File: src/rtl/rrs_pkg.sv
// Package for the Snell refraction pipeline: widths, payload structs,
// per-stage carry structs and the output round/saturate function.
// No dependencies.
package rrs_pkg;

    localparam int CW      = 16;  // direction component width
    localparam int IDX_W   = 16;  // refraction index width, Q2.14
    localparam int SCL_W   = 13;  // jitter scale width, Q0.16
    localparam int RATIO_W = 20;  // ratio width, Q.16
    localparam int COS_W   = 15;  // cosine magnitude, Q.14
    localparam int K_W     = 29;  // positive k, Q.28
    localparam int R_W     = 30;  // square root working value
    localparam int SQ_W    = 15;  // sqrt(k), Q.14
    localparam int RC_W    = RATIO_W + COS_W;
    localparam int COEF_W  = 24;
    localparam int SUM_W   = 42;

    typedef struct packed {
        logic signed [CW-1:0]    dir_x;
        logic signed [CW-1:0]    dir_y;
        logic signed [CW-1:0]    dir_z;
        logic signed [CW-1:0]    norm_x;
        logic signed [CW-1:0]    norm_y;
        logic signed [CW-1:0]    norm_z;
        logic        [IDX_W-1:0] material_index;
        logic signed [CW-1:0]    jitter_x;
        logic signed [CW-1:0]    jitter_y;
        logic signed [CW-1:0]    jitter_z;
        logic        [SCL_W-1:0] jitter_scale;
    } rrs_in_t;

    typedef struct packed {
        logic signed [CW-1:0] out_x;
        logic signed [CW-1:0] out_y;
        logic signed [CW-1:0] out_z;
        logic                 no_transmission;
    } rrs_out_t;

    // ray data carried down the pipe; normal already flipped for inside rays
    typedef struct packed {
        logic [2:0][CW-1:0] d;
        logic [2:0][CW:0]   n;
        logic [2:0][CW-1:0] j;
        logic [SCL_W-1:0]   scale;
        logic [COS_W-1:0]   cosv;
    } ray_t;

    typedef struct packed {
        ray_t               ray;
        logic [IDX_W-1:0]   den;
        logic [IDX_W-1:0]   rem;
        logic [RATIO_W-1:0] num;
        logic [RATIO_W-1:0] q;
        logic               sat;
    } div_t;

    typedef struct packed {
        ray_t               ray;
        logic [RATIO_W-1:0] ratio;
    } post_t;

    typedef struct packed {
        ray_t               ray;
        logic [RATIO_W-1:0] ratio;
        logic [RC_W-1:0]    rc;
        logic               kpos;
        logic [K_W-1:0]     x;
        logic [R_W-1:0]     r;
    } kc_t;

    // add half, floor-shift by 18, clamp to a signed component
    function automatic logic [CW-1:0] round_sat(input logic signed [SUM_W-1:0] v);
        logic signed [SUM_W-1:0] s;
        logic signed [SUM_W-1:0] hi;
        logic signed [SUM_W-1:0] lo;
        hi = SUM_W'((64'sd1 <<< (CW-1)) - 64'sd1);
        lo = -hi - SUM_W'(64'sd1);
        s  = (v + SUM_W'(64'sd1 <<< 17)) >>> 18;
        if (s > hi) begin
            s = hi;
        end else if (s < lo) begin
            s = lo;
        end
        return s[CW-1:0];
    endfunction

endpackage

File: src/rtl/rrs_div.sv
// Restoring divider for the index ratio, one quotient bit per stage.
// Uses rrs_pkg.
module rrs_div import rrs_pkg::*; (
    input  logic  aclk,
    input  logic  aresetn,
    input  logic  en,
    input  logic  in_valid,
    input  div_t  in_data,
    output logic  out_valid,
    output post_t out_data
);

    div_t               st_reg [RATIO_W];
    logic [RATIO_W-1:0] vld_reg;

    for (genvar g = 0; g < RATIO_W; g++) begin : g_stage
        div_t          src, st_next;
        logic [IDX_W:0] trial;
        logic          ge;
        if (g == 0) begin : g_first
            assign src = in_data;
        end else begin : g_rest
            assign src = st_reg[g-1];
        end
        always_comb begin
            trial   = {src.rem, src.num[RATIO_W-1]};
            ge      = trial >= {1'b0, src.den};
            st_next = src;
            st_next.rem = ge ? IDX_W'(trial - {1'b0, src.den}) : trial[IDX_W-1:0];
            st_next.num = {src.num[RATIO_W-2:0], 1'b0};
            st_next.q   = {src.q[RATIO_W-2:0], ge};
        end
        always_ff @(posedge aclk) begin
            if (en) begin
                st_reg[g] <= st_next;
            end
        end
    end

    always_ff @(posedge aclk) begin
        if (!aresetn) begin
            vld_reg <= '0;
        end else if (en) begin
            vld_reg <= {vld_reg[RATIO_W-2:0], in_valid};
        end
    end

    assign out_valid      = vld_reg[RATIO_W-1];
    assign out_data.ray   = st_reg[RATIO_W-1].ray;
    assign out_data.ratio = st_reg[RATIO_W-1].sat ? '1 : st_reg[RATIO_W-1].q;

endmodule

File: config.mk
export PLATFORM = sky130hd
export DESIGN_NAME = rrs_div
export DESIGN_NICKNAME = d
export VERILOG_FILES = /design/src/rtl/rrs_pkg.sv /design/src/rtl/rrs_div.sv
export SDC_FILE = /design/constraint.sdc
export NUM_CORES = 2
export LEC_CHECK = 0
export BUFFER_PORTS_ARGS = -buffer_cell sky130_fd_sc_hd__buf_4
export CAP_MARGIN = 5
export CORE_UTILIZATION = 25
export DETAILED_ROUTE_END_ITERATION = 8
export MAX_ROUTING_LAYER = met4
export PLACE_DENSITY = 0.44
export REMOVE_ABC_BUFFERS = 1
export SKIP_LAST_GASP = 1
export SYNTH_ARGS = -nofsm -noshare
export SYNTH_HDL_FRONTEND = slang
export SYNTH_MEMORY_MAX_BITS = 65536
export SYNTH_SLANG_ARGS = --single-unit
File: constraint.sdc
create_clock -name aclk -period 7.55 [get_ports aclk]
set_input_delay 1.1325 -clock aclk [delete_from_list [all_inputs] [get_ports aclk]]
set_output_delay 1.1325 -clock aclk [all_outputs]
set_load 0.005 [all_outputs]
==> out/qor.yml <==
start_util_pct: 25.1
place_hpwl_um: 141000
antenna_found_initial: 13
grt_max_degree: 209
io_buffers: 427
syn_area_per_cell_um2: 20.9
setup_viol: 0
worstPathMaxFanout: 17
min_period_ns: 3.65
cts_root_buf: "clkbuf_16"
clock_path_buffers: 4
path_cells: "inv_1 > ha_1 > and4_1 > nand2_1 > nor4_1 > or3_1 > o22ai_1 > o21ai_2 > mux2_2"
reg2reg_to: "st_reg[7][53]"
finalHoldViolations: 0
layout-drive-gt1-share_pct: 15.9
path_buf_inv: 1
fp.dieW_um: 794
crit_slowest_cell: "o21ai_2"
cts_tree: "yes"
slowest_delay_ns: 0.73
final_cell_mix: "edfxtp_1, clkbuf_16, buf_4, inv_1, ha_1"
r2r_slack_ns: 3.90
avgViaCountPerCell: 3.77
ys_warn_count: 0
p_per_area_nw_per_um2: 344
cts_made_buffers: 482
netlist.area_leader.share_pct: 86.7
fin_nets: 8859
synth_ff_type: "edfxtp_1"
fin_cells: 16999
grt_pass1_wl_um: 379000
drt_iter0_drc: 4745
fin_crit_sh_pct: 48.3
die_h_um: 794
cp.arrival_ns: 4.37
worstMarginPinSlew_ns: 1.26
die_area_um2: 631000
ys_seq_elements: 4548
maxSlewViolCount: 0
ctsResizeCount: 0
routed_wl_um: 242000
grt_overflow_total: 0
netlist_instances: 7518
cp-start-kind: "flop"
clk_pin_slew_ns: 0.06
htree_levels: 5
min_path_cells: 1
crit_family: "simple AND/OR/NAND/NOR gates"
rows: 290
drv.max_cap_violation_count: 0
max_clock_freq_ghz: 0.274
reg2reg_depth: 9
crit_type: "flop to flop"
clock-sinks: 4548
timing.rr.start: "st_reg[6][66]"
cts_post_setup_buffers_inserted: 0
peakVddDrop_v: 0.000239
tns_ns: 0
status: "completed"
ioPinCount: 448
seq_area_frac_synth_pct: 86.9
power_leakage_nw: 64.1
critPathRequiredTime_ns: 8.27
area.growth.synth_to_final_pct: 18.1
gp_congestion: 0.835
routedWlPerCell_um: 14.2
slew_headroom_pct: 15.8
hp-start: "in_data[131]"
final_common_cell: "edfxtp_1"
dp_cells: 16106
grt_usage_pct: 7.58
vias: 64079
hp-class: "primary input to flop"
grt_pass1_vias: 66889
drc_errors: 0
synth_area_um2: 157000
insertion_delay_ns: 1.03
clock-skew-final_ns: 0.0788
hold_end: "st_reg[0][130]"
postCtsHoldBufs: 0
rsz0062_at_grt: "no"
dr.pass1.iters: 6
yosysUniqueCellTypes: 77
total_power_mw: 63.7
yosys.area.top_type: "edfxtp_1"
largest_reg_flops: 4528
antenna_left: 0
async_flop_share_pct: 0
end_kind: "flop"
synthTopCellsByArea: "edfxtp_1, ha_1, mux2_2"
core-area_um2: 624000
synth_edf_count: 4528
## synthesized netlist by cell type (all sizes together), types with 41 or more instances
cell type and n:
mux2i 49, a21o 52, edfxtp 4528, inv 402
buf 195, a21oi 217, xor2 71, nand2 192
nor2 225, nand2b 41, xnor2 135, o21ai 204
ha 320, nand4 52, o21a 50, nor2b 80
nor3 73, mux2 164
## where the power goes
group	internal (mW)	leakage (nW)	switching (mW)
Sequential	30.8	44.5	0.890
Combinational	4.02	12.1	4.89
Clock	13.3	7.49	9.77
Total	48.1	64.1	15.6
## metal layers
metal / global-route usage (%) / wire [um] / up-vias
li1: - / - / 30533
met1: 9.05 / 104000 / 31835
met2: 12.5 / 118000 / 1096
met3: 1.62 / 11000 / 615
met4: 3.05 / 9560 / 0
met5: - / 0 / -
## through the flow
step                utilization (%)  hold slack (ns)  instance area, um^2  setup WS, ns
floorplan                         -            0.400               155000          2.79
global placement               27.2            0.400               170000          3.55
detailed placement             27.2            0.405               170000          3.58
CTS                            29.7           0.0996               185000          3.93
global route                   29.7            0.153               185000          3.76
finish                         29.7            0.278               185000          3.90
## worst max path at each step
| stage | start | to | slack [ns] | depth (start not counted) |
|---|---|---|---|---|
| floorplan | st_reg[2][57] | st_reg[3][47] | 2.79 | 10 |
| global placement | in_data[40] | st_reg[0][54] | 3.55 | 12 |
| detailed placement | in_data[40] | st_reg[0][54] | 3.58 | 12 |
| CTS | st_reg[6][66] | st_reg[7][54] | 3.93 | 9 |
| global route | st_reg[6][66] | st_reg[7][53] | 3.76 | 9 |
| finish | st_reg[6][66] | st_reg[7][53] | 3.90 | 9 |
## cell type report
class	count	area [um^2]
fillers	60259	439000
flip-flops and latches	4548	136000
multi-input cells	2337	17500
clock buffers	594	12500
well taps	8322	10400
repair buffers	497	4010
clock inverters	294	3020
inverters	402	1510
diodes	5	12.5
## logic make-up (layout without fill, tap and decap cells)
family          Yosys count  count (layout)  synth area share [%]
compound gates          755             755                  3.07
xor+xnor                206             206                  1.15
fa+ha+maj               339             339                  2.79
buf+inv                 633            1787                  1.96
flops                  4548            4548                  86.9
mux                     213             213                  1.52
other cells               0               5                     0
simple gates            824             824                  2.58
Power figures use the tool's default switching activity.
