<file path="config.mk">
export PLATFORM = sky130hd
export DESIGN_NAME = rrs_kcalc
export DESIGN_NICKNAME = d
export VERILOG_FILES = /design/src/rtl/rrs_pkg.sv /design/src/rtl/rrs_kcalc.sv
export SDC_FILE = /design/constraint.sdc
export NUM_CORES = 2
export LEC_CHECK = 0
export ABC_AREA = 1
export ABC_CLOCK_PERIOD_IN_PS = 7800
export BUFFER_PORTS_ARGS = -buffer_cell sky130_fd_sc_hd__buf_2
export CAP_MARGIN = 20
export CORE_AREA = 2 2 442 444
export DETAILED_ROUTE_END_ITERATION = 10
export DIE_AREA = 0 0 444 446
export PLACE_DENSITY_LB_ADDON = 0.12
export SYNTH_ARGS = -nofsm -noshare
export SYNTH_HDL_FRONTEND = slang
export SYNTH_SLANG_ARGS = --single-unit
</file>
<file path="constraint.sdc">
create_clock -name aclk -period 7.8 [get_ports aclk]
set_input_delay 1.17 -clock aclk [delete_from_list [all_inputs] [get_ports aclk]]
set_output_delay 1.17 -clock aclk [all_outputs]
set_load 0.01 [all_outputs]
</file>
<file path="src/rtl/rrs_pkg.sv">
// Package for the Snell refraction pipeline: widths, payload structs,
// per-stage carry structs and the output round/saturate function.
// No dependencies.
package rrs_pkg;

    localparam int CW      = 16;  // direction component width
    localparam int IDX_W   = 16;  // refraction index width, Q2.14
    localparam int SCL_W   = 13;  // jitter scale width, Q0.16
    localparam int RATIO_W = 20;  // ratio width, Q.16
    localparam int COS_W   = 15;  // cosine magnitude, Q.14
    localparam int K_W     = 29;  // positive k, Q.28
    localparam int R_W     = 30;  // square root working value
    localparam int SQ_W    = 15;  // sqrt(k), Q.14
    localparam int RC_W    = RATIO_W + COS_W;
    localparam int COEF_W  = 24;
    localparam int SUM_W   = 42;

    typedef struct packed {
        logic signed [CW-1:0]    dir_x;
        logic signed [CW-1:0]    dir_y;
        logic signed [CW-1:0]    dir_z;
        logic signed [CW-1:0]    norm_x;
        logic signed [CW-1:0]    norm_y;
        logic signed [CW-1:0]    norm_z;
        logic        [IDX_W-1:0] material_index;
        logic signed [CW-1:0]    jitter_x;
        logic signed [CW-1:0]    jitter_y;
        logic signed [CW-1:0]    jitter_z;
        logic        [SCL_W-1:0] jitter_scale;
    } rrs_in_t;

    typedef struct packed {
        logic signed [CW-1:0] out_x;
        logic signed [CW-1:0] out_y;
        logic signed [CW-1:0] out_z;
        logic                 no_transmission;
    } rrs_out_t;

    // ray data carried down the pipe; normal already flipped for inside rays
    typedef struct packed {
        logic [2:0][CW-1:0] d;
        logic [2:0][CW:0]   n;
        logic [2:0][CW-1:0] j;
        logic [SCL_W-1:0]   scale;
        logic [COS_W-1:0]   cosv;
    } ray_t;

    typedef struct packed {
        ray_t               ray;
        logic [IDX_W-1:0]   den;
        logic [IDX_W-1:0]   rem;
        logic [RATIO_W-1:0] num;
        logic [RATIO_W-1:0] q;
        logic               sat;
    } div_t;

    typedef struct packed {
        ray_t               ray;
        logic [RATIO_W-1:0] ratio;
    } post_t;

    typedef struct packed {
        ray_t               ray;
        logic [RATIO_W-1:0] ratio;
        logic [RC_W-1:0]    rc;
        logic               kpos;
        logic [K_W-1:0]     x;
        logic [R_W-1:0]     r;
    } kc_t;

    // add half, floor-shift by 18, clamp to a signed component
    function automatic logic [CW-1:0] round_sat(input logic signed [SUM_W-1:0] v);
        logic signed [SUM_W-1:0] s;
        logic signed [SUM_W-1:0] hi;
        logic signed [SUM_W-1:0] lo;
        hi = SUM_W'((64'sd1 <<< (CW-1)) - 64'sd1);
        lo = -hi - SUM_W'(64'sd1);
        s  = (v + SUM_W'(64'sd1 <<< 17)) >>> 18;
        if (s > hi) begin
            s = hi;
        end else if (s < lo) begin
            s = lo;
        end
        return s[CW-1:0];
    endfunction

endpackage

</file>
<file path="src/rtl/rrs_kcalc.sv">
// Computes k = 1 - ratio^2 (1 - cos^2) over four register stages and
// sets up the square root. Uses rrs_pkg.
module rrs_kcalc import rrs_pkg::*; (
    input  logic  aclk,
    input  logic  aresetn,
    input  logic  en,
    input  logic  in_valid,
    input  post_t in_data,
    output logic  out_valid,
    output kc_t   out_data
);

    post_t                  p1_reg, p2_reg, p3_reg;
    logic [2*COS_W-1:0]     csq_reg;
    logic [2*RATIO_W-1:0]   rsq_reg;
    logic [RC_W-1:0]        rc1_reg, rc2_reg, rc3_reg;
    logic [K_W-1:0]         s_reg;
    logic [23:0]            r2_reg;
    logic [36:0]            t_reg;
    logic [52:0]            t_next;
    logic signed [37:0]     k_next;
    kc_t                    o_reg, o_next;
    logic [3:0]             vld_reg;

    always_comb begin
        t_next = r2_reg * s_reg;
        k_next = $signed(38'(64'd1 << 28)) - $signed({1'b0, t_reg});
        o_next.ray   = p3_reg.ray;
        o_next.ratio = p3_reg.ratio;
        o_next.rc    = rc3_reg;
        o_next.kpos  = k_next > 38'sd0;
        o_next.x     = k_next[K_W-1:0];
        o_next.r     = '0;
    end

    always_ff @(posedge aclk) begin
        if (!aresetn) begin
            vld_reg <= '0;
        end else if (en) begin
            vld_reg <= {vld_reg[2:0], in_valid};
        end
    end

    always_ff @(posedge aclk) begin
        if (en) begin
            p1_reg  <= in_data;
            csq_reg <= in_data.ray.cosv * in_data.ray.cosv;
            rsq_reg <= in_data.ratio * in_data.ratio;
            rc1_reg <= in_data.ratio * in_data.ray.cosv;
            p2_reg  <= p1_reg;
            rc2_reg <= rc1_reg;
            s_reg   <= K_W'(30'(64'd1 << 28) - csq_reg);
            r2_reg  <= rsq_reg[2*RATIO_W-1:16];
            p3_reg  <= p2_reg;
            rc3_reg <= rc2_reg;
            t_reg   <= t_next[52:16];
            o_reg   <= o_next;
        end
    end

    assign out_valid = vld_reg[3];
    assign out_data  = o_reg;

endmodule

</file>
==> impl_metrics.ini <==
[run_status]
status = completed

[synth]
synth_cells = 8284
ys_ff_latch = 1093
synth_commonest_cells = inv_1 (2332), nand2_1 (1731), fa_1 (1240)
ys_types = 47
synth_top_cell_area_share = 0.378
ys_dominant_reg_cell = edfxtp_1
syn_area_um2 = 86500
ys_seq_area_frac = 0.379
synth.most_common_cell = inv_1
synth.area.top_cells = edfxtp_1 (38%), fa_1 (29%), inv_1 (10%), nand2_1 (7.5%), ha_1 (7.4%)
synth_edf_count = 1089
async_flop_share = 0
yosysWarnings = 0
syn_avg_cell_area_um2 = 10.4
yosys.area.top_type = edfxtp_1

[finish]
fin_area_um2 = 96000
syn_to_final_growth_pct = 11.0
final_nets = 10700
largest_register_ffs = 260
final_layout_size_suffix_gt1_frac = 0.0925
stdcell_count = 11400

[floorplanning]
die_area_um2 = 198000
io_pins = 490
fp.dieH_um = 446
rows = 162
initial_core_util = 0.447
coreArea_um2 = 194000
die_x_um = 444

[place]
place_area_um2 = 92200
port_buffers = 459
dpl.hpwl_um = 160000
gp_congestion = 0.886
dp_cells = 11200

[route]
wl_per_cell_um = 17.4
drt_iter0_drc = 2800
drcViolationCount = 0
via_per_inst = 4.78
ant_nets = 0
first_pass_iters = 6
num_vias = 54500
wl_um = 198000

[setup_path]
slowest_delay_ps = 1040
crit_path_frequent_cell = fa_1
required_ps = 8270
endpoint_kind = flop
critPathMaxFanout = 18
cp_data_arrival_time_ps = 7660
crit_type = flop to flop
cp-start-kind = flop
crit_path_top_delay_cell = edfxtp_1
cp_cell_sequence = buf_4 -> nand2_1 -> fa_1 -> inv_1 -> fa_1 -> fa_1 -> fa_1 -> fa_1 -> fa_1 -> inv_1 -> fa_1 -> inv_1 -> ha_1 -> nand2_1 -> o21ai_0 -> o21bai_1 -> a21oi_1 -> nand2_1 -> nand4_1 -> nand3_1 -> nand2_1

[global_route]
grt_max_degree = 165
grt_pass1_vias = 59900
track_usage = 0.206
antenna_found_initial = 5
grt_pass1_wl_um = 321000
grt_overflow = 0

[clocking]
ctsRootBufferMaster = clkbuf_16
clk_latency_ps = 810
numCtsBuffers = 115
post_cts_buffers = 0
cts_resized = 0
cts_sinks = 1093
cts.clk_slew.worst_paths_ps = 60
cts_buffer_depth = 3
htree_num_levels = 3
cts_tree = done
holdBufCountCts = 0

[timing]
hold_slack_ps = 336
setup_viol = 0
hold_viol = 0
fmax_mhz = 139
drv_slew = 0
slew_headroom = 0.247
tightest_slew_ps = 1130
fin_crit_ps = 7200
timing.final.crit_share = 0.923
finalSetupTns_ps = 0
fin_worst_skew_ps = 82.3
rsz0062_at_grt = false

[flow_run]
cap_violations = 0

[worst_hold_path]
hold_class = flop to flop
==> layout by cell type (no fill, tap or decap), types with 4 or more instances in the layout <==
cell and instances:
o21ai_0 96, clkinvlp_4 4, bufinv_16 12, fa_1 1240
ha_1 513, or2_2 6, dfxtp_1 4, nor3_1 36
xnor2_1 56, o21bai_1 23, buf_4 158, xor2_1 104
nor2_1 298, conb_1 30, a21boi_0 6, o211ai_1 4
buf_2 458, nor2_2 8, clkinv_1 25, nand4_1 28
nor4_1 10, a211oi_1 4, a31oi_1 13, clkinv_2 15
buf_12 10, o21ai_1 12, nand2_2 7, nand2_1 1731
nand3_1 111, inv_1 2332, clkbuf_16 115, nand3b_1 4
clkinv_16 7, edfxtp_1 1089, clkinv_4 5, a21o_1 18
a21oi_1 193, clkbuf_1 22, o21a_1 15
==> logic make-up after synthesis <==
kind of cell,count (synthesis),share of synthesized area
other,1,0.0000434
buffers and inverters,2634,0.116
adder cells (fa/ha/maj),1753,0.361
AND/OR/NAND/NOR,2250,0.102
AO/OA/AOI/OAI,393,0.0254
XOR/XNOR,160,0.0162
flip-flops,1093,0.379
==> final timing paths <==
| check | startpoint | slack [ps] | depth (start not counted) | to |
|---|---|---|---|---|
| hold reg to reg | o_next[97] | 340 | 0 | out_data[97] |
| setup reg to reg | s_reg[11] | 600 | 21 | t_reg[31] |
| setup / recovery | s_reg[11] | 600 | 21 | t_reg[31] |
| hold / removal | o_next[97] | 340 | 0 | out_data[97] |
==> worst max-delay path: cells and delay by family, from the launching register on <==
family	cells	cell delay, ps
flip-flops	1	1040
AO/OA/AOI/OAI	3	740
AND/OR/NAND/NOR	6	800
adder cells (fa/ha/maj)	8	3880
buffers and inverters	4	450
==> stage by stage <==
step                 util  setup slack, ps
floorplan               -              776
CTS                 0.496              665
detailed placement  0.476              456
global route        0.496              333
global placement    0.476              481
finish              0.496              604
==> layout make-up <==
cell class | instances | area (µm²)
fill | 17700 | 97500
multi-input combinational | 4586 | 43800
sequential | 1093 | 32800
inverter | 2335 | 8760
timing repair buffer | 627 | 3690
tap | 2542 | 3180
clock buffer | 137 | 2960
clock inverter | 72 | 851
antenna | 2 | 5.00
==> per-layer routing <==
layer | vias to the layer above | routed length, µm | part of all wire | global-route usage
li1 | 25600 | - | - | -
met1 | 27500 | 82900 | 0.42 | 0.262
met2 | 1174 | 102000 | 0.51 | 0.371
met3 | 280 | 8690 | 0.044 | 0.0273
met4 | 2 | 4740 | 0.024 | 0.0535
met5 | - | 11 | 0.000056 | 0
Power is not shown: default switching activity piles up to over one toggle a cycle in this logic, so the estimate is an artifact.
