$ cat config.mk
export PLATFORM = sky130hd
export DESIGN_NAME = rrs_sqrt
export DESIGN_NICKNAME = d
export VERILOG_FILES = /design/src/rtl/rrs_pkg.sv /design/src/rtl/rrs_sqrt.sv
export SDC_FILE = /design/constraint.sdc
export NUM_CORES = 2
export LEC_CHECK = 0
export ABC_AREA = 1
export BUFFER_PORTS_ARGS = -buffer_cell sky130_fd_sc_hd__clkbuf_2
export CAP_MARGIN = 20
export CORE_UTILIZATION = 55
export CTS_CLUSTER_SIZE = 8
export DETAILED_ROUTE_END_ITERATION = 10
export PLACE_DENSITY = 0.83
export SYNTH_ARGS = -nofsm -noshare
export SYNTH_HDL_FRONTEND = slang
export SYNTH_MEMORY_MAX_BITS = 65536
export SYNTH_SLANG_ARGS = --single-unit
$ cat constraint.sdc
create_clock -name aclk -period 5.55 [get_ports aclk]
set_input_delay 1.11 -clock aclk [delete_from_list [all_inputs] [get_ports aclk]]
set_output_delay 1.11 -clock aclk [all_outputs]
set_load 0.005 [all_outputs]
$ cat src/rtl/rrs_pkg.sv
// Package for the Snell refraction pipeline: widths, payload structs,
// per-stage carry structs and the output round/saturate function.
// No dependencies.
package rrs_pkg;

    localparam int CW      = 16;  // direction component width
    localparam int IDX_W   = 16;  // refraction index width, Q2.14
    localparam int SCL_W   = 13;  // jitter scale width, Q0.16
    localparam int RATIO_W = 20;  // ratio width, Q.16
    localparam int COS_W   = 15;  // cosine magnitude, Q.14
    localparam int K_W     = 29;  // positive k, Q.28
    localparam int R_W     = 30;  // square root working value
    localparam int SQ_W    = 15;  // sqrt(k), Q.14
    localparam int RC_W    = RATIO_W + COS_W;
    localparam int COEF_W  = 24;
    localparam int SUM_W   = 42;

    typedef struct packed {
        logic signed [CW-1:0]    dir_x;
        logic signed [CW-1:0]    dir_y;
        logic signed [CW-1:0]    dir_z;
        logic signed [CW-1:0]    norm_x;
        logic signed [CW-1:0]    norm_y;
        logic signed [CW-1:0]    norm_z;
        logic        [IDX_W-1:0] material_index;
        logic signed [CW-1:0]    jitter_x;
        logic signed [CW-1:0]    jitter_y;
        logic signed [CW-1:0]    jitter_z;
        logic        [SCL_W-1:0] jitter_scale;
    } rrs_in_t;

    typedef struct packed {
        logic signed [CW-1:0] out_x;
        logic signed [CW-1:0] out_y;
        logic signed [CW-1:0] out_z;
        logic                 no_transmission;
    } rrs_out_t;

    // ray data carried down the pipe; normal already flipped for inside rays
    typedef struct packed {
        logic [2:0][CW-1:0] d;
        logic [2:0][CW:0]   n;
        logic [2:0][CW-1:0] j;
        logic [SCL_W-1:0]   scale;
        logic [COS_W-1:0]   cosv;
    } ray_t;

    typedef struct packed {
        ray_t               ray;
        logic [IDX_W-1:0]   den;
        logic [IDX_W-1:0]   rem;
        logic [RATIO_W-1:0] num;
        logic [RATIO_W-1:0] q;
        logic               sat;
    } div_t;

    typedef struct packed {
        ray_t               ray;
        logic [RATIO_W-1:0] ratio;
    } post_t;

    typedef struct packed {
        ray_t               ray;
        logic [RATIO_W-1:0] ratio;
        logic [RC_W-1:0]    rc;
        logic               kpos;
        logic [K_W-1:0]     x;
        logic [R_W-1:0]     r;
    } kc_t;

    // add half, floor-shift by 18, clamp to a signed component
    function automatic logic [CW-1:0] round_sat(input logic signed [SUM_W-1:0] v);
        logic signed [SUM_W-1:0] s;
        logic signed [SUM_W-1:0] hi;
        logic signed [SUM_W-1:0] lo;
        hi = SUM_W'((64'sd1 <<< (CW-1)) - 64'sd1);
        lo = -hi - SUM_W'(64'sd1);
        s  = (v + SUM_W'(64'sd1 <<< 17)) >>> 18;
        if (s > hi) begin
            s = hi;
        end else if (s < lo) begin
            s = lo;
        end
        return s[CW-1:0];
    endfunction

endpackage

$ cat src/rtl/rrs_sqrt.sv
// Integer square root of k, one result bit per stage (digit recurrence).
// Uses rrs_pkg.
module rrs_sqrt import rrs_pkg::*; (
    input  logic aclk,
    input  logic aresetn,
    input  logic en,
    input  logic in_valid,
    input  kc_t  in_data,
    output logic out_valid,
    output kc_t  out_data
);

    kc_t             st_reg [SQ_W];
    logic [SQ_W-1:0] vld_reg;

    for (genvar g = 0; g < SQ_W; g++) begin : g_stage
        localparam logic [R_W-1:0] B = R_W'(1) << (2 * (SQ_W - 1 - g));
        kc_t          src, st_next;
        logic [R_W:0] rb;
        logic         ge;
        if (g == 0) begin : g_first
            assign src = in_data;
        end else begin : g_rest
            assign src = st_reg[g-1];
        end
        always_comb begin
            rb      = {1'b0, src.r} + {1'b0, B};
            ge      = {2'b0, src.x} >= rb;
            st_next = src;
            if (ge) begin
                st_next.x = src.x - rb[K_W-1:0];
                st_next.r = (src.r >> 1) + B;
            end else begin
                st_next.r = src.r >> 1;
            end
        end
        always_ff @(posedge aclk) begin
            if (en) begin
                st_reg[g] <= st_next;
            end
        end
    end

    always_ff @(posedge aclk) begin
        if (!aresetn) begin
            vld_reg <= '0;
        end else if (en) begin
            vld_reg <= {vld_reg[SQ_W-2:0], in_valid};
        end
    end

    assign out_valid = vld_reg[SQ_W-1];
    assign out_data  = st_reg[SQ_W-1];

endmodule

==> impl_metrics.toml <==
[run_status]
status = "finished, violations left"
violations = "design-rule violations"

[global_route]
grt_pass1_vias = 116000
grt_pass1_wl_um = 702000
grt-busiest-layer = "met2"
grt.total_usage_pct = 28.5
gr-usage-met1_pct = 28.5
antenna_found_initial = 17
grt-ovfl-total = 0
grt_max_degree = 155
gr-usage-met3_pct = 4.32
met2_usage_pct = 53.7

[clock_network]
cts_setup_buffers = 0
cts-root-buf = "clkbuf_16"
cts_buffer_depth = 4
cts_hold_buf = 0
numClockSinks = 4365
clk_latency_ps = 1040
cts_resized = 0
cts_tree = "yes"
clkTransAtPathRegs_ps = 50
numCtsBuffers = 621
htreeDepth = 6

[worst_setup_path]
rr_startpoint = "st_reg[1][1451]$_DFFE_PP_"
regToRegEndpoint = "st_reg[1][1770]$_DFFE_PP_"
cpMostUsedCell = "nand2_1"
reg2reg_slack_ps = 560
arrival_ps = 5800
critical_path.top_delay_family = "simple AND/OR/NAND/NOR gates"
slowest_stage = "nor4_1"
rr_worst_depth = 20
worstPathRequired_ps = 6360
worst-setup-path-type = "flop to flop"
path_max_fanout = 33
critical_path_buf_inv_count = 2
cp.depth = 20
start_kind = "flop"
crit_chain = "ha_1 > nand2_1 > nor2_2 > nand3_1 > nor4_1 > nand2_1 > xor2_1 > ha_1 > nand2_1 > nor2_1 > nand3_1 > nor2_1 > nand2_1 > nand3_1 > nand4_2 > buf_4 > nand2_2 > buf_4 > nand2_1 > nand2_1"
end_kind = "flop"
max_stage_delay_ps = 790

[timing]
post-route-period-util_pct = 90.0
setup_viol = 0
tightest_slew_ps = 1030
max_freq_ghz = 0.200
period_minus_slack_ps = 4990
hold_slack_ps = 259
hold_viol = 0
max_slew_margin_pct = 31.3
maxSlewViolCount = 0
finClkSkew_ps = 99.9
final.setup.tns_ps = 0
rsz0062_at_grt = "no"

[min_path]
hold_depth = 1
hold_end = "st_reg[0][282]$_DFFE_PP_"
worstHoldPathType = "input port to flop"
worstHoldStart = "in_data[282]"

[final_layout]
fill_cells = 23800
final_core_util_pct = 63.5
syn2layout_area_growth_pct = 14.5
drive_gt1_share_pct = 9.50
nets = 16500
largest_reg_flops = 4350

[place]
place.gp.congestion = 1.00
hpwl_um = 307000
port_buffers = 584

[detailed_routing]
drt.antenna.violating_nets = 0
finalWirelength_um = 473000
wl_per_cell_um = 23.5
vias = 111000
firstDrtPassIters = 11
via_per_inst = 5.49
initialDrtViolationCount = 9323
drcViolationCount = 1

[logic_synthesis]
synthCells = 14600
synth_cell_types = 47
yosys_register_bits = 4365
syn_avg_cell_area_um2 = 12.4
yosysSeqAreaShare_pct = 72.6
ys_warn_count = 0
syn_nets = 15300
synth_area_um2 = 180000

[pwr]
power.total_mw = 113
p_comb_share_pct = 29.4
pwr_density_cell_nw_per_um2 = 545
p_sw_mw = 40.2
pwr-share-seq_pct = 39.9
clkPwrFrac_pct = 30.7
intPower_mw = 72.4
peakVddDrop_v = 0.000459
sw_frac_of_total_pct = 35.7
power.leakage_nw = 85.0

[floorplanning]
ioPinCount = 585
dieWidth_um = 575
core_um2 = 325000
die_h_um = 575
start_util_pct = 55.5
die_area_um2 = 330000
num_rows = 209

[job]
maxCapViolCount = 0
## per-stage QoR
step	setup WS, ps	cell area, um2	std cells
CTS	723	207000	20100
global route	153	207000	20100
detailed placement	828	189000	19400
floorplan	2180	180000	14600
global placement	923	189000	19400
finish	557	207000	20100
## power groups by stage
stage	logic, mW	registers [mW]	clock network, mW
floorplan	22.6	43.7	0
global placement	31.8	45.1	0
detailed placement	32.0	45.2	0
CTS	32.6	44.8	35.3
global route	36.6	45.2	36.4
finish	33.1	44.9	34.6
## placed cells by master, fill, tap and decap left out, drive strengths merged, types with 130 or more instances in the layout
cell / n
nand4: 207
nand3: 1156
xnor2: 130
o21ai: 140
ha: 465
inv: 1613
clkbuf: 1247
a21oi: 357
edfxtp: 4350
xor2: 406
nand2: 4226
buf: 183
nor2: 905
## layout make-up
class | instances | area (um2) | share of cell area, %
inverters | 1599 | 6000 | 2.90
diodes | 9 | 22.5 | 0.0109
multi-input cells | 8348 | 42200 | 20.4
clock buffers | 664 | 15700 | 7.62
repair buffers | 766 | 4790 | 2.32
clock inverters | 71 | 1530 | 0.739
well taps | 4325 | 5410 | 2.62
flip-flops and latches | 4365 | 131000 | 63.4
## how the worst max path moves through the flow
| stage | slack [ps] | start | endpoint |
|---|---|---|---|
| after floorplan | 2180 | st_reg[1][1451]$_DFFE_PP_ | st_reg[1][1762]$_DFFE_PP_ |
| after global placement | 920 | st_reg[1][1451]$_DFFE_PP_ | st_reg[1][1770]$_DFFE_PP_ |
| after detailed placement | 830 | st_reg[1][1451]$_DFFE_PP_ | st_reg[1][1777]$_DFFE_PP_ |
| after CTS | 720 | st_reg[1][1451]$_DFFE_PP_ | st_reg[1][1770]$_DFFE_PP_ |
| after global routing | 150 | st_reg[1][1451]$_DFFE_PP_ | st_reg[1][1770]$_DFFE_PP_ |
| final | 560 | st_reg[1][1451]$_DFFE_PP_ | st_reg[1][1770]$_DFFE_PP_ |
## cell families after synthesis
| logic type | count (synthesis) | share of synthesized area (%) |
|---|---|---|
| AOI/OAI and AO/OA | 632 | 1.94 |
| xor gates and xnor gates | 536 | 2.60 |
| adders and majority gates | 480 | 3.39 |
| buffers and inverters | 1846 | 4.04 |
| DFF | 4365 | 72.6 |
| muxes | 38 | 0.211 |
| and+or+nand+nor | 6662 | 15.2 |
## per-layer routing
layer	vias up	share of wire, %
met1	52400	33
met5	-	0.0049
met3	1588	5.4
met2	4635	53
li1	51900	-
met4	4	8.2
## Yosys cell counts, drive strengths merged
| cell | instances | area [um2] |
|---|---|---|
| nor3 | 89 | 450 |
| clkbuf | 102 | 407 |
| inv | 1599 | 6000 |
| edfxtp | 4350 | 131000 |
| and3b | 1 | 8.76 |
| a21o | 24 | 180 |
| nand3b | 36 | 270 |
| fa | 15 | 300 |
| o211ai | 1 | 7.51 |
| nand4 | 207 | 1310 |
| nor4 | 17 | 106 |
| and2 | 16 | 100 |
| buf | 145 | 871 |
| nand2b | 1 | 13.8 |
| o22ai | 1 | 6.26 |
| o21bai | 89 | 668 |
| nand3 | 1156 | 5790 |
| o21ai | 140 | 704 |
| dfxtp | 15 | 300 |
| xnor2 | 130 | 1140 |
| nand2 | 4226 | 15900 |
| ha | 465 | 5820 |
| and3 | 3 | 18.8 |
| a21oi | 357 | 1790 |
| mux2i | 38 | 380 |
| a21boi | 4 | 30.0 |
| o21a | 15 | 113 |
| nor2 | 905 | 3480 |
| a31oi | 1 | 6.26 |
| nor3b | 4 | 30.0 |
| or2 | 1 | 6.26 |
| xor2 | 406 | 3560 |
No activity file was read; power rests on OpenSTA's default activity.
