--- config.mk ---
export PLATFORM = sky130hd
export DESIGN_NAME = rrs_dot
export DESIGN_NICKNAME = d
export VERILOG_FILES = /design/src/rtl/rrs_pkg.sv /design/src/rtl/rrs_dot.sv
export SDC_FILE = /design/constraint.sdc
export NUM_CORES = 2
export LEC_CHECK = 0
export CAP_MARGIN = 25
export CELL_PAD_IN_SITES_DETAIL_PLACEMENT = 1
export CELL_PAD_IN_SITES_GLOBAL_PLACEMENT = 1
export CORE_ASPECT_RATIO = 1.5
export CORE_UTILIZATION = 45
export DETAILED_ROUTE_END_ITERATION = 10
export DONT_BUFFER_PORTS = 1
export GPL_TIMING_DRIVEN = 0
export PLACE_DENSITY = 0.8
export SLEW_MARGIN = 20
export SYNTH_ARGS = -nofsm -noshare
export SYNTH_HDL_FRONTEND = slang
export SYNTH_SLANG_ARGS = --single-unit
export TNS_END_PERCENT = 1
--- constraint.sdc ---
create_clock -name aclk -period 11.1 [get_ports aclk]
set_input_delay 1.11 -clock aclk [delete_from_list [all_inputs] [get_ports aclk]]
set_output_delay 1.11 -clock aclk [all_outputs]
set_load 0.005 [all_outputs]
--- src/rtl/rrs_pkg.sv ---
// Package for the Snell refraction pipeline: widths, payload structs,
// per-stage carry structs and the output round/saturate function.
// No dependencies.
package rrs_pkg;

    localparam int CW      = 16;  // direction component width
    localparam int IDX_W   = 16;  // refraction index width, Q2.14
    localparam int SCL_W   = 13;  // jitter scale width, Q0.16
    localparam int RATIO_W = 20;  // ratio width, Q.16
    localparam int COS_W   = 15;  // cosine magnitude, Q.14
    localparam int K_W     = 29;  // positive k, Q.28
    localparam int R_W     = 30;  // square root working value
    localparam int SQ_W    = 15;  // sqrt(k), Q.14
    localparam int RC_W    = RATIO_W + COS_W;
    localparam int COEF_W  = 24;
    localparam int SUM_W   = 42;

    typedef struct packed {
        logic signed [CW-1:0]    dir_x;
        logic signed [CW-1:0]    dir_y;
        logic signed [CW-1:0]    dir_z;
        logic signed [CW-1:0]    norm_x;
        logic signed [CW-1:0]    norm_y;
        logic signed [CW-1:0]    norm_z;
        logic        [IDX_W-1:0] material_index;
        logic signed [CW-1:0]    jitter_x;
        logic signed [CW-1:0]    jitter_y;
        logic signed [CW-1:0]    jitter_z;
        logic        [SCL_W-1:0] jitter_scale;
    } rrs_in_t;

    typedef struct packed {
        logic signed [CW-1:0] out_x;
        logic signed [CW-1:0] out_y;
        logic signed [CW-1:0] out_z;
        logic                 no_transmission;
    } rrs_out_t;

    // ray data carried down the pipe; normal already flipped for inside rays
    typedef struct packed {
        logic [2:0][CW-1:0] d;
        logic [2:0][CW:0]   n;
        logic [2:0][CW-1:0] j;
        logic [SCL_W-1:0]   scale;
        logic [COS_W-1:0]   cosv;
    } ray_t;

    typedef struct packed {
        ray_t               ray;
        logic [IDX_W-1:0]   den;
        logic [IDX_W-1:0]   rem;
        logic [RATIO_W-1:0] num;
        logic [RATIO_W-1:0] q;
        logic               sat;
    } div_t;

    typedef struct packed {
        ray_t               ray;
        logic [RATIO_W-1:0] ratio;
    } post_t;

    typedef struct packed {
        ray_t               ray;
        logic [RATIO_W-1:0] ratio;
        logic [RC_W-1:0]    rc;
        logic               kpos;
        logic [K_W-1:0]     x;
        logic [R_W-1:0]     r;
    } kc_t;

    // add half, floor-shift by 18, clamp to a signed component
    function automatic logic [CW-1:0] round_sat(input logic signed [SUM_W-1:0] v);
        logic signed [SUM_W-1:0] s;
        logic signed [SUM_W-1:0] hi;
        logic signed [SUM_W-1:0] lo;
        hi = SUM_W'((64'sd1 <<< (CW-1)) - 64'sd1);
        lo = -hi - SUM_W'(64'sd1);
        s  = (v + SUM_W'(64'sd1 <<< 17)) >>> 18;
        if (s > hi) begin
            s = hi;
        end else if (s < lo) begin
            s = lo;
        end
        return s[CW-1:0];
    endfunction

endpackage

--- src/rtl/rrs_dot.sv ---
// Front of the refraction pipe: input capture, dot product, clamp,
// inside-ray flip and divider set-up. Three register stages. Uses rrs_pkg.
module rrs_dot import rrs_pkg::*; (
    input  logic             aclk,
    input  logic             aresetn,
    input  logic             en,
    input  logic             in_valid,
    input  rrs_in_t          in_data,
    input  logic [IDX_W-1:0] outside_index,
    output logic             out_valid,
    output div_t             out_data
);

    rrs_in_t                 s1_reg, s2_reg;
    logic [IDX_W-1:0]        nf1_reg, nf2_reg;
    logic [2:0]              vld_reg;
    logic signed [2*CW-1:0]  prod_reg [3];
    logic signed [2*CW-1:0]  prod_next [3];
    div_t                    s3_reg, s3_next;

    always_comb begin
        prod_next[0] = s1_reg.dir_x * s1_reg.norm_x;
        prod_next[1] = s1_reg.dir_y * s1_reg.norm_y;
        prod_next[2] = s1_reg.dir_z * s1_reg.norm_z;
    end

    always_comb begin
        logic signed [19:0]    dot;
        logic                  flip;
        logic [IDX_W-1:0]      nf, nt;
        logic signed [CW:0]    nn [3];
        dot = 20'(prod_reg[0] >>> 14) + 20'(prod_reg[1] >>> 14)
            + 20'(prod_reg[2] >>> 14);
        if (dot > 20'sd16384) begin
            dot = 20'sd16384;
        end else if (dot < -20'sd16384) begin
            dot = -20'sd16384;
        end
        // positive dot: ray leaves the material
        flip  = dot > 20'sd0;
        nn[0] = {s2_reg.norm_x[CW-1], s2_reg.norm_x};
        nn[1] = {s2_reg.norm_y[CW-1], s2_reg.norm_y};
        nn[2] = {s2_reg.norm_z[CW-1], s2_reg.norm_z};
        if (flip) begin
            nn[0] = -nn[0];
            nn[1] = -nn[1];
            nn[2] = -nn[2];
        end
        nf = flip ? s2_reg.material_index : nf2_reg;
        nt = flip ? nf2_reg : s2_reg.material_index;
        s3_next.ray.d[0]  = s2_reg.dir_x;
        s3_next.ray.d[1]  = s2_reg.dir_y;
        s3_next.ray.d[2]  = s2_reg.dir_z;
        s3_next.ray.n[0]  = nn[0];
        s3_next.ray.n[1]  = nn[1];
        s3_next.ray.n[2]  = nn[2];
        s3_next.ray.j[0]  = s2_reg.jitter_x;
        s3_next.ray.j[1]  = s2_reg.jitter_y;
        s3_next.ray.j[2]  = s2_reg.jitter_z;
        s3_next.ray.scale = s2_reg.jitter_scale;
        s3_next.ray.cosv  = flip ? COS_W'(dot) : COS_W'(-dot);
        s3_next.den       = nt;
        s3_next.rem       = {4'b0, nf[IDX_W-1:4]};
        s3_next.num       = {nf[3:0], 16'b0};
        s3_next.q         = '0;
        // quotient would need more than RATIO_W bits (or divisor is zero)
        s3_next.sat       = {4'b0, nf} >= {nt, 4'b0};
    end

    always_ff @(posedge aclk) begin
        if (!aresetn) begin
            vld_reg <= '0;
        end else if (en) begin
            vld_reg <= {vld_reg[1:0], in_valid};
        end
    end

    always_ff @(posedge aclk) begin
        if (en) begin
            s1_reg      <= in_data;
            nf1_reg     <= outside_index;
            s2_reg      <= s1_reg;
            nf2_reg     <= nf1_reg;
            prod_reg[0] <= prod_next[0];
            prod_reg[1] <= prod_next[1];
            prod_reg[2] <= prod_next[2];
            s3_reg      <= s3_next;
        end
    end

    assign out_valid = vld_reg[2];
    assign out_data  = s3_reg;

endmodule

==> key figures <==
Outcome
  – Outcome: finished clean

Timing
  – Final period util: 73.9%
  – Final setup violation count: 0
  – Fmax: 0.122 GHz
  – Fin crit period: 8200 ps
  – RSZ-0062 raised after global routing: no
  – Slew Viols, Final: 0
  – Slew margin rel.: 35.8%
  – Post-route setup TNS: 0 ps
  – Slew @ Worst Pin: 950 ps
  – Final count of hold timing violations: 0
  – Setup Skew: 34.5 ps

Die
  – Core Rows: 151
  – Starting Density: 45.4%
  – Die ar.: 0.115 mm2
  – I/O Pins: 442
  – Core outline area: 0.113 mm2
  – Die H: 415 um
  – Die Span X: 278 um

Clocking
  – Postcts setup bufs: 0
  – CTS sink cnt: 643
  – CTS Hold Bufs: 0
  – Post-CTS resize count: 0
  – Reg clk slew, reported paths: 60 ps
  – CTS tree: built
  – CTS buffer count: 67
  – Clock Tree Root: clkbuf_16
  – Max Buffers Root-to-Sink: 3
  – H-tree levels: 3
  – Clock Latency Late Sink: 670 ps

Yosys
  – Syn_area_per_cell: 12.0 um2
  – Post-synthesis simple-gate area fraction: 10.6%
  – Seq/Total Area, Yosys: 37.6%
  – Post-Synthesis Cell Area: 0.0513 mm2
  – Largest family of logic cells by synthesized area: adder cells
  – Seq cells post-synth: 643
  – Post-Syn Instances: 4269
  – Asr flop ratio synth: 0%
  – Proportion of synthesized area in mux cells: 0.283%
  – Yosys cell types: 78
  – Ys flop type: edfxtp_1
  – Synth Area in Compound Gates: 3.36%
  – XOR/XNOR Fraction of Synth Area: 2.17%
  – Post-synthesis adder-cell area fraction: 37.9%
  – Syn. warnings: 0
  – Number of synthesized flops with an enable pin: 640

GRT
  – First-pass GRT wire length: 215000 um
  – Antenna violations before repair: 18
  – Vias in the first global route: 35900
  – Global Route Usage Sum: 25.1%
  – Largest net degree at the start of global routing: 644
  – Overflow after GRT: 0

Worst setup path
  – Crit-path max FO: 10
  – Nature of the critical path startpoint: flop
  – Worst stage delay on the critical path: 560 ps
  – Worst EP arrival: 8630 ps
  – Critical path class: flop to flop
  – Crit. End Element: flop
  – Critical Path RT: 11530 ps
  – Critical-path top delay cell: buf_2

Finish
  – Largest register FFs: 208
  – Commonest cells after routing, fill and taps aside: inv_1, fa_1, edfxtp_1, nand2_1, and2_1
  – Layout Nets: 5646
  – Fraction of layout cells with a size suffix above 1: 4.47%
  – Commonest non-fill, non-tap cell in the layout: inv_1
  – Area Overhead vs Synth: 8.52%

Drt
  – WL final: 141000 um
  – Drt drc: 0
  – Post-route ant nets: 0
  – Vias/cell: 5.33
  – First-pass DRT Iterations: 7
  – Detailed Route Iter0 Violations: 1742
  – Via count: 31400
  – WL/cell: 23.9 um

Placed design
  – GPL Wtd Cong: 0.910
  – HPWL after detailed placement: 111000 um
  – Buffers on Ports: 0

Hold path
  – Class of the worst hold path: flop to flop

Flow run
  – Max Cap Viol: 0
routing by layer:
layer	share of wire, %	vias up	wire, um	track usage (%)
met5	0.046	-	65	0
met4	6.3	8	8820	14.2
met3	5.5	388	7810	4.20
met2	54	1072	75600	46.5
met1	35	16400	48800	26.8
li1	-	13500	-	-
layout make-up:
class	count	area [um2]
clock inverter	47	581
antenna	10	25.0
tap	1453	1820
inverter	883	3310
multi-input combinational	2621	28000
sequential	643	19300
buffer	161	807
timing repair buffer	3	82.6
clock buffer	74	1710
fill	11800	57400
path summary, 6_finish.rpt:
check                           slack (ps)               endpoint                       from  cells past startpoint
worst max-delay path                  2900  out_data[0]$_DFFE_PP_  prod_reg[0][79]$_DFFE_PP_                     34
worst min-delay path                   400   s2_reg[31]$_DFFE_PP_       s1_reg[31]$_DFFE_PP_                      0
worst max register to register        2900  out_data[0]$_DFFE_PP_  prod_reg[0][79]$_DFFE_PP_                     34
worst min register to register         400   s2_reg[31]$_DFFE_PP_       s1_reg[31]$_DFFE_PP_                      0
logic make-up (layout without fill, tap and decap cells):
kind of cell | count (synthesis) | after routing
flip-flops | 643 | 643
multiplexers | 14 | 14
adder cells (fa/ha/maj) | 1073 | 1073
other | 1 | 50
AND/OR/NAND/NOR | 1122 | 1122
buffers and inverters | 1044 | 1168
XOR/XNOR | 127 | 127
AO/OA/AOI/OAI | 245 | 245
cell usage after synthesis (7+ instances only):
cell type	n	area [um2]
nor4_1	11	68.8
buf_4	44	330
nand3_1	20	100
xnor2_1	92	806
nor3_1	25	125
nor2_1	74	278
edfxtp_1	640	19200
clkbuf_1	102	383
o31ai_1	15	113
buf_2	11	55.1
xor2_1	35	307
or3_1	13	81.3
a211oi_1	13	97.6
and3_1	11	68.8
nand4_1	12	75.1
mux2i_1	13	130
o21ai_1	11	55.1
a21oi_1	55	275
o21a_1	17	128
and2_1	291	1820
ha_1	271	3390
or2_2	8	50.1
nand2_1	555	2080
o41ai_1	11	96.3
or4_1	7	52.6
fa_1	802	16100
a21o_1	17	128
inv_1	882	3310
nor2b_1	16	100
nand2b_1	61	382
o21ai_0	43	215
critical path, delay by kind of cell, from the launching register on:
family          cells  cell delay [ps]
compound gates     13             3050
fa+ha+maj           5             1830
buf+inv             7             1570
simple gates        9             1110
flops               1              340
stage by stage:
step           setup WS [ps]  instances  area (um2)  util [%]  hold slack (ps)
5_1_grt                 2360       5887       55600      49.2              425
4_1_cts                 2760       5882       55500      49.1              418
2_1_floorplan           4500       4308       51400         -              400
3_3_place_gp            2830       5761       53200      47.1              400
6_report                2900       5895       55600      49.2              402
3_5_place_dp            2810       5761       53200      47.1              405
Power is not shown: default switching activity piles up to over one toggle a cycle in this logic, so the estimate is an artifact.
